File: config.mk
export PLATFORM = sky130hd
export DESIGN_NAME = nmea_sentence_splitter
export DESIGN_NICKNAME = d
export VERILOG_FILES = /design/src/design/nss_pkg.sv /design/src/design/nss_ram.sv /design/src/design/nss_datapath.sv /design/src/design/nss_ctrl.sv /design/src/design/nmea_sentence_splitter.sv
export SDC_FILE = /design/constraint.sdc
export NUM_CORES = 1
export LEC_CHECK = 0
export BUFFER_PORTS_ARGS = -buffer_cell sky130_fd_sc_hd__buf_4
export CAP_MARGIN = 20
export CORE_ASPECT_RATIO = 0.8
export CORE_MARGIN = 2
export CORE_UTILIZATION = 60
export CTS_BUF_LIST = sky130_fd_sc_hd__clkbuf_16
export DETAILED_ROUTE_END_ITERATION = 8
export PLACE_DENSITY = 0.76
export SLEW_MARGIN = 20
export SYNTH_ARGS = -nofsm -noshare
export SYNTH_HDL_FRONTEND = slang
export SYNTH_HIERARCHICAL = 1
export SYNTH_SLANG_ARGS = --single-unit
export TNS_END_PERCENT = 30
File: constraint.sdc
create_clock -name i_clk -period 5.3 [get_ports i_clk]
set_input_delay 0 -clock i_clk [delete_from_list [all_inputs] [get_ports i_clk]]
set_output_delay 0 -clock i_clk [all_outputs]
set_load 0.03 [all_outputs]
File: src/design/nss_pkg.sv
// nss_pkg: shared constants, types and helpers of the nmea sentence splitter
// used by nss_ctrl, nss_datapath and the top level nmea_sentence_splitter
package nss_pkg;

    localparam int SENTENCE_BYTES = 64;
    localparam int ADDR_W         = $clog2(SENTENCE_BYTES);
    localparam int FILL_W         = $clog2(SENTENCE_BYTES + 1);
    localparam int HEADER_LEN     = 6;

    localparam logic [7:0] CH_DOLLAR = 8'd36;
    localparam logic [7:0] CH_STAR   = 8'd42;
    localparam logic [7:0] CH_CR     = 8'd13;
    localparam logic [7:0] CH_ZERO   = 8'd48;
    localparam logic [7:0] CH_HEX_A  = 8'd55;

    localparam logic [1:0] KIND_UNKNOWN = 2'd0;
    localparam logic [1:0] KIND_GGA     = 2'd1;
    localparam logic [1:0] KIND_RMC     = 2'd2;

    localparam logic CFG_GGA_XOR = 1'b0;
    localparam logic CFG_RMC_XOR = 1'b1;

    // commands from the controller to the datapath
    typedef struct packed {
        logic start;        // '$' while hunting: open a new sentence
        logic store;        // store one sentence byte
        logic load_status;  // put the invalid status beat in the output register
        logic play_init;    // rewind the playback pointer
        logic rd_issue;     // read the store at the playback pointer
        logic load_byte;    // put the read byte in the output register
    } t_dp_cmd;

    // status from the datapath to the controller
    typedef struct packed {
        logic is_dollar;
        logic is_cr;
        logic sum_ok;
        logic out_free;
        logic play_last;
    } t_dp_sts;

    // ascii hex character to digit, no range check
    function automatic logic [7:0] hex_digit(input logic [7:0] c);
        logic [7:0] d;
        d = c - CH_ZERO;
        if (d <= 8'd9) begin
            return d;
        end
        return c - CH_HEX_A;
    endfunction

endpackage

File: src/design/nss_ram.sv
// nss_ram: generic single write port, single read port ram with registered read
// no package dependencies
module nss_ram #(
    parameter int WIDTH = 8,
    parameter int DEPTH = 64
) (
    input  logic                     i_clk,
    input  logic                     i_we,
    input  logic [$clog2(DEPTH)-1:0] i_waddr,
    input  logic [WIDTH-1:0]         i_wdata,
    input  logic                     i_re,
    input  logic [$clog2(DEPTH)-1:0] i_raddr,
    output logic [WIDTH-1:0]         o_rdata
);

    logic [WIDTH-1:0] r_mem [DEPTH];
    logic [WIDTH-1:0] r_rdata;

    always_ff @(posedge i_clk) begin
        if (i_we) begin
            r_mem[i_waddr] <= i_wdata;
        end
        if (i_re) begin
            r_rdata <= r_mem[i_raddr];
        end
    end

    assign o_rdata = r_rdata;

endmodule

File: src/design/nss_datapath.sv
// nss_datapath: sentence store, running and header xor, checksum compare,
// config registers and the output register; uses nss_pkg and nss_ram
module nss_datapath
    import nss_pkg::*;
(
    input  logic        i_clk,
    input  logic        i_rst_n,
    input  t_dp_cmd     i_cmd,
    output t_dp_sts     o_sts,
    input  logic [7:0]  i_rx_byte,
    input  logic        i_cfg_we,
    input  logic        i_cfg_index,
    input  logic [7:0]  i_cfg_data,
    output logic        o_m_tvalid,
    input  logic        i_m_tready,
    output logic [7:0]  o_m_tdata,
    output logic        o_m_tlast,
    output logic [3:0]  o_m_tuser
);

    logic [7:0]        r_gga_xor;
    logic [7:0]        r_rmc_xor;
    logic [FILL_W-1:0] r_fill;
    logic [7:0]        r_run_xor;
    logic [7:0]        r_hdr_xor;
    logic              r_star;
    logic              r_ovf;
    logic [7:0]        r_last;
    logic [7:0]        r_prev;
    logic [FILL_W-1:0] r_rd_idx;
    logic              r_out_valid;
    logic [7:0]        r_out_data;
    logic              r_out_last;
    logic [3:0]        r_out_user;

    logic              full;
    logic              ram_we;
    logic [ADDR_W-1:0] ram_waddr;
    logic [7:0]        ram_rdata;
    logic [7:0]        sum;
    logic [7:0]        hi_digit;
    logic [1:0]        kind;
    logic [FILL_W-1:0] rd_next;

    assign full      = (r_fill == FILL_W'(SENTENCE_BYTES));
    assign ram_we    = i_cmd.start || (i_cmd.store && !full);
    assign ram_waddr = i_cmd.start ? ADDR_W'(0) : r_fill[ADDR_W-1:0];
    assign rd_next   = r_rd_idx + FILL_W'(1);

    nss_ram #(
        .WIDTH(8),
        .DEPTH(SENTENCE_BYTES)
    ) u_store (
        .i_clk  (i_clk),
        .i_we   (ram_we),
        .i_waddr(ram_waddr),
        .i_wdata(i_rx_byte),
        .i_re   (i_cmd.rd_issue),
        .i_raddr(r_rd_idx[ADDR_W-1:0]),
        .o_rdata(ram_rdata)
    );

    // transmitted checksum from the two last stored characters
    assign hi_digit = hex_digit(r_prev);
    assign sum      = {hi_digit[3:0], 4'd0} + hex_digit(r_last);

    always_comb begin
        priority if (r_hdr_xor == r_gga_xor) begin
            kind = KIND_GGA;
        end else if (r_hdr_xor == r_rmc_xor) begin
            kind = KIND_RMC;
        end else begin
            kind = KIND_UNKNOWN;
        end
    end

    assign o_sts.is_dollar = (i_rx_byte == CH_DOLLAR);
    assign o_sts.is_cr     = (i_rx_byte == CH_CR);
    assign o_sts.sum_ok    = !r_ovf && (r_fill >= FILL_W'(2)) && (sum == r_run_xor);
    assign o_sts.out_free  = !r_out_valid || i_m_tready;
    assign o_sts.play_last = (rd_next == r_fill);

    always_ff @(posedge i_clk) begin
        if (!i_rst_n) begin
            r_gga_xor <= 8'd86;
            r_rmc_xor <= 8'd75;
        end else if (i_cfg_we) begin
            unique case (i_cfg_index)
                CFG_GGA_XOR: r_gga_xor <= i_cfg_data;
                CFG_RMC_XOR: r_rmc_xor <= i_cfg_data;
                default:     r_gga_xor <= r_gga_xor;
            endcase
        end
    end

    // sentence collection
    always_ff @(posedge i_clk) begin
        if (!i_rst_n) begin
            r_fill    <= '0;
            r_run_xor <= '0;
            r_hdr_xor <= '0;
            r_star    <= 1'b0;
            r_ovf     <= 1'b0;
        end else if (i_cmd.start) begin
            // '$' is stored but never enters the xor
            r_fill    <= FILL_W'(1);
            r_run_xor <= '0;
            r_hdr_xor <= '0;
            r_star    <= 1'b0;
            r_ovf     <= 1'b0;
            r_last    <= i_rx_byte;
        end else if (i_cmd.store) begin
            if (full) begin
                r_ovf <= 1'b1;
            end else begin
                r_fill <= r_fill + FILL_W'(1);
                r_prev <= r_last;
                r_last <= i_rx_byte;
                if (i_rx_byte == CH_STAR) begin
                    r_star <= 1'b1;
                end else if (i_rx_byte != CH_DOLLAR && !r_star) begin
                    r_run_xor <= r_run_xor ^ i_rx_byte;
                    if (r_fill < FILL_W'(HEADER_LEN)) begin
                        r_hdr_xor <= r_hdr_xor ^ i_rx_byte;
                    end
                end
            end
        end
    end

    always_ff @(posedge i_clk) begin
        if (!i_rst_n) begin
            r_rd_idx <= '0;
        end else if (i_cmd.play_init) begin
            r_rd_idx <= '0;
        end else if (i_cmd.load_byte) begin
            r_rd_idx <= rd_next;
        end
    end

    // output register, user bits: byte_valid, checksum_ok, sentence_kind
    always_ff @(posedge i_clk) begin
        if (!i_rst_n) begin
            r_out_valid <= 1'b0;
        end else if (i_cmd.load_status || i_cmd.load_byte) begin
            r_out_valid <= 1'b1;
        end else if (i_m_tready) begin
            r_out_valid <= 1'b0;
        end
        if (i_cmd.load_status) begin
            r_out_data <= '0;
            r_out_last <= 1'b1;
            r_out_user <= {KIND_UNKNOWN, 1'b0, 1'b0};
        end else if (i_cmd.load_byte) begin
            r_out_data <= ram_rdata;
            r_out_last <= (rd_next == r_fill);
            r_out_user <= {kind, 1'b1, 1'b1};
        end
    end

    assign o_m_tvalid = r_out_valid;
    assign o_m_tdata  = r_out_data;
    assign o_m_tlast  = r_out_last;
    assign o_m_tuser  = r_out_user;

endmodule

File: src/design/nss_ctrl.sv
// nss_ctrl: sequencer for hunting, collecting, checking and playback
// uses nss_pkg command and status types
module nss_ctrl
    import nss_pkg::*;
(
    input  logic    i_clk,
    input  logic    i_rst_n,
    input  logic    i_s_tvalid,
    output logic    o_s_tready,
    input  t_dp_sts i_sts,
    output t_dp_cmd o_cmd
);

    typedef enum logic [2:0] {
        S_HUNT,
        S_COLLECT,
        S_CHECK,
        S_READ,
        S_LOAD
    } t_state;

    t_state r_state;
    t_state n_state;
    logic   accept;

    assign o_s_tready = (r_state == S_HUNT) || (r_state == S_COLLECT);
    assign accept     = o_s_tready && i_s_tvalid;

    always_comb begin
        n_state = r_state;
        o_cmd   = '0;
        unique case (r_state)
            S_HUNT: begin
                if (accept && i_sts.is_dollar) begin
                    o_cmd.start = 1'b1;
                    n_state     = S_COLLECT;
                end
            end
            S_COLLECT: begin
                if (accept) begin
                    if (i_sts.is_cr) begin
                        n_state = S_CHECK;
                    end else begin
                        o_cmd.store = 1'b1;
                    end
                end
            end
            S_CHECK: begin
                if (i_sts.sum_ok) begin
                    o_cmd.play_init = 1'b1;
                    n_state         = S_READ;
                end else if (i_sts.out_free) begin
                    o_cmd.load_status = 1'b1;
                    n_state           = S_HUNT;
                end
            end
            S_READ: begin
                o_cmd.rd_issue = 1'b1;
                n_state        = S_LOAD;
            end
            S_LOAD: begin
                if (i_sts.out_free) begin
                    o_cmd.load_byte = 1'b1;
                    n_state         = i_sts.play_last ? S_HUNT : S_READ;
                end
            end
            default: n_state = S_HUNT;
        endcase
    end

    always_ff @(posedge i_clk) begin
        if (!i_rst_n) begin
            r_state <= S_HUNT;
        end else begin
            r_state <= n_state;
        end
    end

endmodule

File: src/design/nmea_sentence_splitter.sv
// nmea_sentence_splitter: nmea 0183 sentence framer with checksum check
// uses nss_pkg, nss_ctrl, nss_datapath (which holds nss_ram)
//
// usage: serial characters enter on the s channel, one beat per character.
// characters are dropped until '$'; from there they are stored up to the
// carriage return. on the carriage return the two last stored characters are
// compared as hex against the xor of the sentence (between '$' and '*').
// on a match the stored sentence, '$' included, leaves on the m channel one
// beat per character, typed gga, rmc or unknown by the xor of the five characters
// after '$'; on a mismatch, overflow or short sentence one invalid status
// beat leaves. tlast marks the final beat of each run.
// timing: characters are taken at one per cycle while hunting or collecting.
// after the carriage return comes a check state, from which the status beat
// is loaded once the output register is free; playback alternates read and
// load states, set by the registered read of the store. s_tready is low from
// the carriage return until the last beat is loaded in the output register.
// reset: the block hunts for '$', the output is empty, the type registers
// take their default values. a stalled receiver holds the output register
// and playback waits; stored characters are still taken while hunting or
// collecting with a beat pending.
module nmea_sentence_splitter
    import nss_pkg::*;
(
    input  logic       i_clk,
    input  logic       i_rst_n,
    input  logic       i_s_tvalid,
    output logic       o_s_tready,
    input  logic [7:0] i_s_tdata,    // rx_byte
    output logic       o_m_tvalid,
    input  logic       i_m_tready,
    output logic [7:0] o_m_tdata,    // data_byte
    output logic       o_m_tlast,    // last_of_run
    output logic [3:0] o_m_tuser,    // [0] byte_valid, [1] checksum_ok, [3:2] sentence_kind
    input  logic       i_cfg_we,
    input  logic       i_cfg_index,  // 0 gga_header_xor, 1 rmc_header_xor
    input  logic [7:0] i_cfg_data
);

    t_dp_cmd cmd;
    t_dp_sts sts;

    nss_ctrl u_ctrl (
        .i_clk     (i_clk),
        .i_rst_n   (i_rst_n),
        .i_s_tvalid(i_s_tvalid),
        .o_s_tready(o_s_tready),
        .i_sts     (sts),
        .o_cmd     (cmd)
    );

    nss_datapath u_dp (
        .i_clk      (i_clk),
        .i_rst_n    (i_rst_n),
        .i_cmd      (cmd),
        .o_sts      (sts),
        .i_rx_byte  (i_s_tdata),
        .i_cfg_we   (i_cfg_we),
        .i_cfg_index(i_cfg_index),
        .i_cfg_data (i_cfg_data),
        .o_m_tvalid (o_m_tvalid),
        .i_m_tready (i_m_tready),
        .o_m_tdata  (o_m_tdata),
        .o_m_tlast  (o_m_tlast),
        .o_m_tuser  (o_m_tuser)
    );

endmodule

After elaboration in Yosys (flattened, before gate mapping)
Memories as Yosys holds them, arrays and structs flattened. A register that Yosys moved wholly into a read port is not among the register bits.
Index checks and enable logic that the tools add are counted.
{ "totals": {"ff_bits": 81, "ramBits": 512, "in_bits": 22, "output_inout_bits": 15, "memories": 1} }
{ "op_classes": {"add_sub_neg": 7, "magnitude_cmp": 4, "eq_ne": 19, "n_mux": 38, "bitwise_logic": 7, "reduce_logical": 30} }
{ "mem_list": {"columns": ["name", "depth", "word_bits", "read_ports", "rd_clocked_by_memory_dff", "write_ports", "line_no", "source"], "rows": [
  ["u_dp.u_store.r_mem", 64, 8, 1, 1, 1, "nss_ram.sv:16", "logic [WIDTH-1:0] r_mem [DEPTH];"]
]} }
{ "ops": {"columns": ["cell", "count"], "rows": [
  ["2-to-1 mux 8 bit", 5],
  ["== test 8 bit", 3],
  ["subtractor 8 x 6 -> 8 bit, second input constant", 3],
  ["2-to-1 mux 1 bit", 19],
  ["2-to-1 mux 3 bit", 6],
  ["== test 8 x 6 -> 1 bit, second input constant", 2],
  ["<= comparator 8 x 4 -> 1 bit, second input constant", 2],
  ["bitwise XOR 8 bit", 2],
  ["case mux 3 bit (5 select lines)", 1],
  ["adder 7 x 1 -> 7 bit, second input constant", 2],
  ["AND reduction 2 bit", 5],
  ["AND reduction 5 bit", 2],
  ["adder 8 bit", 1],
  ["== test 8 x 4 -> 1 bit, second input constant", 1],
  ["2-to-1 mux 2 bit", 4],
  ["2-to-1 mux 4 bit", 2],
  ["inequality test 8 x 6 -> 1 bit, second input constant", 1],
  ["AND reduction 4 bit", 2],
  ["== test 7 bit", 1],
  ["== test 7 bit, second input constant", 1],
  [">= comparator 7 x 2 -> 1 bit, second input constant", 1],
  ["< comparator 7 x 3 -> 1 bit, second input constant", 1],
  ["== test 3 x 2 -> 1 bit, second input constant", 2],
  ["logical AND 1 bit", 6],
  ["other kinds (14)", 30]
]} }

Longest topological paths before layout
{ "depth": {"depth_word": 11, "ltp_mapped": 21} }

By module
The synthesis kept the hierarchy.
{ "by_module_without_submodules": {"columns": ["mod", "instances", "cells_per_inst", "area_each_um2", "seq_area_each_um2"], "rows": [
  ["nss_ram", 1, 940, 20246.9, 15615.0],
  ["nss_datapath", 1, 422, 3948.8, 1701.6],
  ["nss_ctrl", 1, 33, 252.7, 60.1]
]} }

Worst setup path before layout
OpenSTA, ideal clock, no wires.
{ "synth_path": {"kind": "reg-to-reg", "start": "reg u_dp.r_prev[0]", "end": "reg u_dp.r_out_data[0], in the netlist u_dp/o_m_tdata[0]", "setup_time_ps": 128, "arrival_time_ps": 3799, "t_required_ps": 5172, "setup_slack_ps": 1373, "stages_incl_launch_ff": 17, "n_path_buf": 1, "path_cell_list": "edfxtp_1 -> inv_1 -> ha_1 -> o21bai_1 -> a2111oi_4 -> mux2_2 -> ha_1 -> a21o_1 -> a21oi_1 -> xnor2_1 -> xnor3_1 -> a2bb2oi_1 -> nor3_1 -> nand2b_1 -> nor4b_1 -> buf_1 -> nor2_1"} }
{ "synth_rtl": {"columns": ["item", "line_no", "source"], "rows": [
  ["from (decl)", "nss_datapath.sv:29", "logic [7:0] r_prev;"],
  ["from (signal assigned)", "nss_datapath.sv:117", "r_prev <= r_last;"],
  ["to (signal assigned)", "nss_datapath.sv:155", "r_out_data <= ram_rdata;"],
  ["to (decl)", "nss_datapath.sv:32", "logic [7:0] r_out_data;"]
]} }

==> flow_metrics.tcl <==
set metrics [dict create \
    status "finished clean" \
    path_cells "ha_1, nand4_1, mux2i_1, nand3_1, nand2b_1, xor2_1, ha_1, inv_1, fa_1, xor2_1, xnor2_1, nor4_1, o41ai_1, a221o_1, nor3_1, nand2b_1, o21ai_1, a22o_1, o31ai_2" \
    whs_path_depth 2 \
    synth_ff_type "edfxtp_1" \
    synth-compound-area-share 0.0319 \
    syn_nets 1433 \
    gp_congestion 0.848 \
    ctsLongestPathBuffers 3 \
    async_reset_ff_frac 0 \
    clock-sinks 600 \
    hold-path-endpoint "u_dp/u_store/r_mem[52][4]$_DFFE_PP_" \
    setup_viol_count_final 0 \
    wire_per_inst_um 26.4 \
    antenna_found_initial 0 \
    drt-initial-drc-count 1743 \
    regToRegSetupSlack_ps 810 \
    synthAdderAreaFrac 0.00850 \
    cp_slowest_cell "edfxtp_1" \
    synth_mux_area_frac 0.138 \
    dieHeight_um 185 \
    syn2layout_area_growth_pct 11.6 \
    die_x_um 230 \
    p_per_area_nw_per_um2 336 \
    drc 0 \
    crit_path_max_incr_delay_ps 490 \
    p_leak_nw 8.51 \
    avgSynthCellArea_um2 17.5 \
    hp-start "i_s_tdata[4]" \
    path_buf_inv 1 \
    grt_usage 0.261 \
    ys_seq_area_frac 0.711 \
    setup_tns_ps 0 \
    core_um2 40400 \
    synth_warnings 6 \
    grt_pass1_wl_mm 81.0 \
    dp_hpwl_mm 32.0 \
    routed_via_density 6.39 \
    ctsResizeCount 0 \
    crit_fanout 10 \
    insertion_delay_ps 600 \
    fillers 2548 \
    num_vias 13100 \
    routed_wirelength_mm 54.2 \
    synth_xor_area_frac 0.0256 \
    rows 66 \
    critPathKind "reg2reg" \
    synthSimpleGateAreaFrac 0.0673 \
    start_kind "flop" \
    rsz0062_at_grt "false" \
    synth_top_family_by_area "multiplexers" \
    final_layout_size_suffix_gt1_frac 0.189 \
    cts_tree "yes" \
    worstPathRequired_ps 5820 \
    synthCells 1395 \
    cp-end-kind "flop" \
    critPathTopFamily "simple AND/OR/NAND/NOR gates" \
    pre_cts_ws_ps 614 \
    drtAntennaViolNets 0 \
    cts_buffers 55 \
    fin_ws_ps 814 \
    finalHoldViolCount 0 \
    io_pins 37 \
    start_util 0.605 \
    clock-root-buffer "clkbuf_16" \
    grt_pass1_vias 12800 \
    final_common_cell "edfxtp_1" \
    max_freq_ghz 0.223 \
    yosys.cell_types.count 69 \
    drv_slew 0 \
    timing.rr.end "u_ctrl/r_state[1]$_SDFFE_PN0P_" \
    holdCritPathClass "in2reg" \
    dieArea_um2 42400 \
    timing.rr.start "u_dp/r_last[4]$_DFFE_PP_" \
    synthesis.area_um2 24400 \
    mostFrequentLayoutCells "edfxtp_1 (536), nor2_1 (138), mux4_2 (126)" \
    ys_ff_latch 600 \
    grt-ovfl-total 0 \
    slew-limit-headroom 0.331 \
    nets 1510 \
    worstPathArrival_ps 5000 \
    dr.pass1.iters 5 \
    skew_ps 28.2 \
    grt_max_degree 68 \
    max_cap_viol_count 0 \
    period_share 0.846 \
    clk_pin_slew_worst_paths_ps 60 \
    portBuffers 36 \
    synth_edf_count 536 \
    finalCriticalPeriod_ps 4490 \
    h-tree-depth 2 \
    reg2reg_depth 19 \
    peakVddDrop_v 0.000306 \
    tightestPinTransition_ps 1000 \
]
cells in the mapped netlist, types with 8 or more instances:
library cell | count | area [um^2]
a21boi_0 | 9 | 67.6
a21oi_1 | 9 | 45.0
buf_2 | 14 | 70.1
buf_4 | 14 | 105
clkbuf_1 | 30 | 113
dfxtp_1 | 64 | 1280
edfxtp_1 | 536 | 16100
ha_1 | 15 | 188
inv_1 | 10 | 37.5
mux2_2 | 15 | 169
mux2i_1 | 35 | 350
mux4_2 | 126 | 2840
nand2_1 | 82 | 308
nand2b_1 | 19 | 119
nand3_1 | 28 | 140
nand4_1 | 13 | 81.3
nor2_1 | 138 | 518
nor2b_1 | 21 | 131
nor3_1 | 13 | 65.1
o221ai_1 | 8 | 70.1
o22ai_1 | 8 | 50.1
xnor2_1 | 32 | 280
xor2_1 | 37 | 324
cell families (layout without fill, tap and decap cells):
family                     after synthesis  after routing
buffers and inverters                   81            197
adders and majority gates               16             16
xor gates and xnor gates                70             70
muxes                                  177            177
and+or+nand+nor                        350            350
DFF                                    600            600
AOI/OAI and AO/OA                      101            101
other                                    0              1
flip-flops by register name, summed over array words and instances, names as in the netlist, 3 cells and up:
register              cells
u_dp/r_hdr_xor            8
u_ctrl/r_state            3
u_dp/u_store/r_mem      512
u_dp/r_prev               8
u_dp/r_rd_idx             7
u_dp/r_gga_xor            8
u_dp/r_rmc_xor            8
u_dp/o_m_tuser            3
u_dp/r_last               8
u_dp/r_fill               7
u_dp/u_store/o_rdata      8
u_dp/o_m_tdata            8
u_dp/r_run_xor            8
cell type report:
class / instances / area (um^2) / area share
flip-flops and latches: 600 / 17400 / 0.637
multi-input cells: 714 / 6650 / 0.244
clock buffers: 57 / 1430 / 0.0523
repair buffers: 91 / 791 / 0.0290
well taps: 544 / 681 / 0.0249
clock inverters: 39 / 318 / 0.0116
inverters: 10 / 37.5 / 0.00138
diodes: 1 / 2.50 / 0.0000917
per-stage QoR:
| stage | instance area, um^2 | power (mW) | utilization | instances | hold WS (ps) |
|---|---|---|---|---|---|
| after global placement | 25200 | 5.37 | 0.624 | 1926 | 221 |
| after detailed placement | 25200 | 5.38 | 0.624 | 1926 | 235 |
| after global routing | 27300 | 9.41 | 0.676 | 2055 | 151 |
| after floorplan | 24400 | 5.28 | - | 1395 | 98.9 |
| after CTS | 27300 | 9.21 | 0.676 | 2055 | 130 |
| final | 27300 | 9.16 | 0.676 | 2056 | 115 |
where the power goes:
group | total, mW | internal (mW) | switching (mW)
clock network | 3.86 | 2.21 | 1.65
logic | 0.148 | 0.0426 | 0.105
registers | 5.15 | 5.15 | 0.00547
layer usage:
metal / global-route usage / up-vias / part of all wire
met5: 0 / - / 0
met4: 0.0732 / 0 / 0.027
met3: 0.0446 / 104 / 0.098
met2: 0.391 / 684 / 0.45
met1: 0.400 / 6720 / 0.42
li1: - / 5627 / -
what timing repair did:
item / 4_1_cts / 5_1_grt
buffers inserted: 0 / 0
hold buffers: 33 / 0
endpoints found under the hold margin: 73 / 0
worst max-delay path by stage:
stage,startpoint,cells past startpoint,slack [ps],endpoint
finish,u_dp/r_last[4]$_DFFE_PP_,19,810,u_ctrl/r_state[1]$_SDFFE_PN0P_
detailed placement,u_dp/r_last[1]$_DFFE_PP_,18,610,u_dp/o_m_tuser[3]$_SDFFE_PP0P_
global placement,u_dp/r_last[0]$_DFFE_PP_,17,830,u_dp/o_m_tuser[3]$_SDFFE_PP0P_
CTS,u_dp/r_prev[1]$_DFFE_PP_,17,610,u_dp/o_m_tuser[3]$_SDFFE_PP0P_
floorplan,u_dp/r_prev[0]$_DFFE_PP_,16,1370,u_dp/o_m_tdata[0]$_SDFFE_PP0P_
global route,u_dp/r_last[4]$_DFFE_PP_,19,410,u_dp/o_m_tuser[3]$_SDFFE_PP0P_
(Power assumes the default switching activity.)
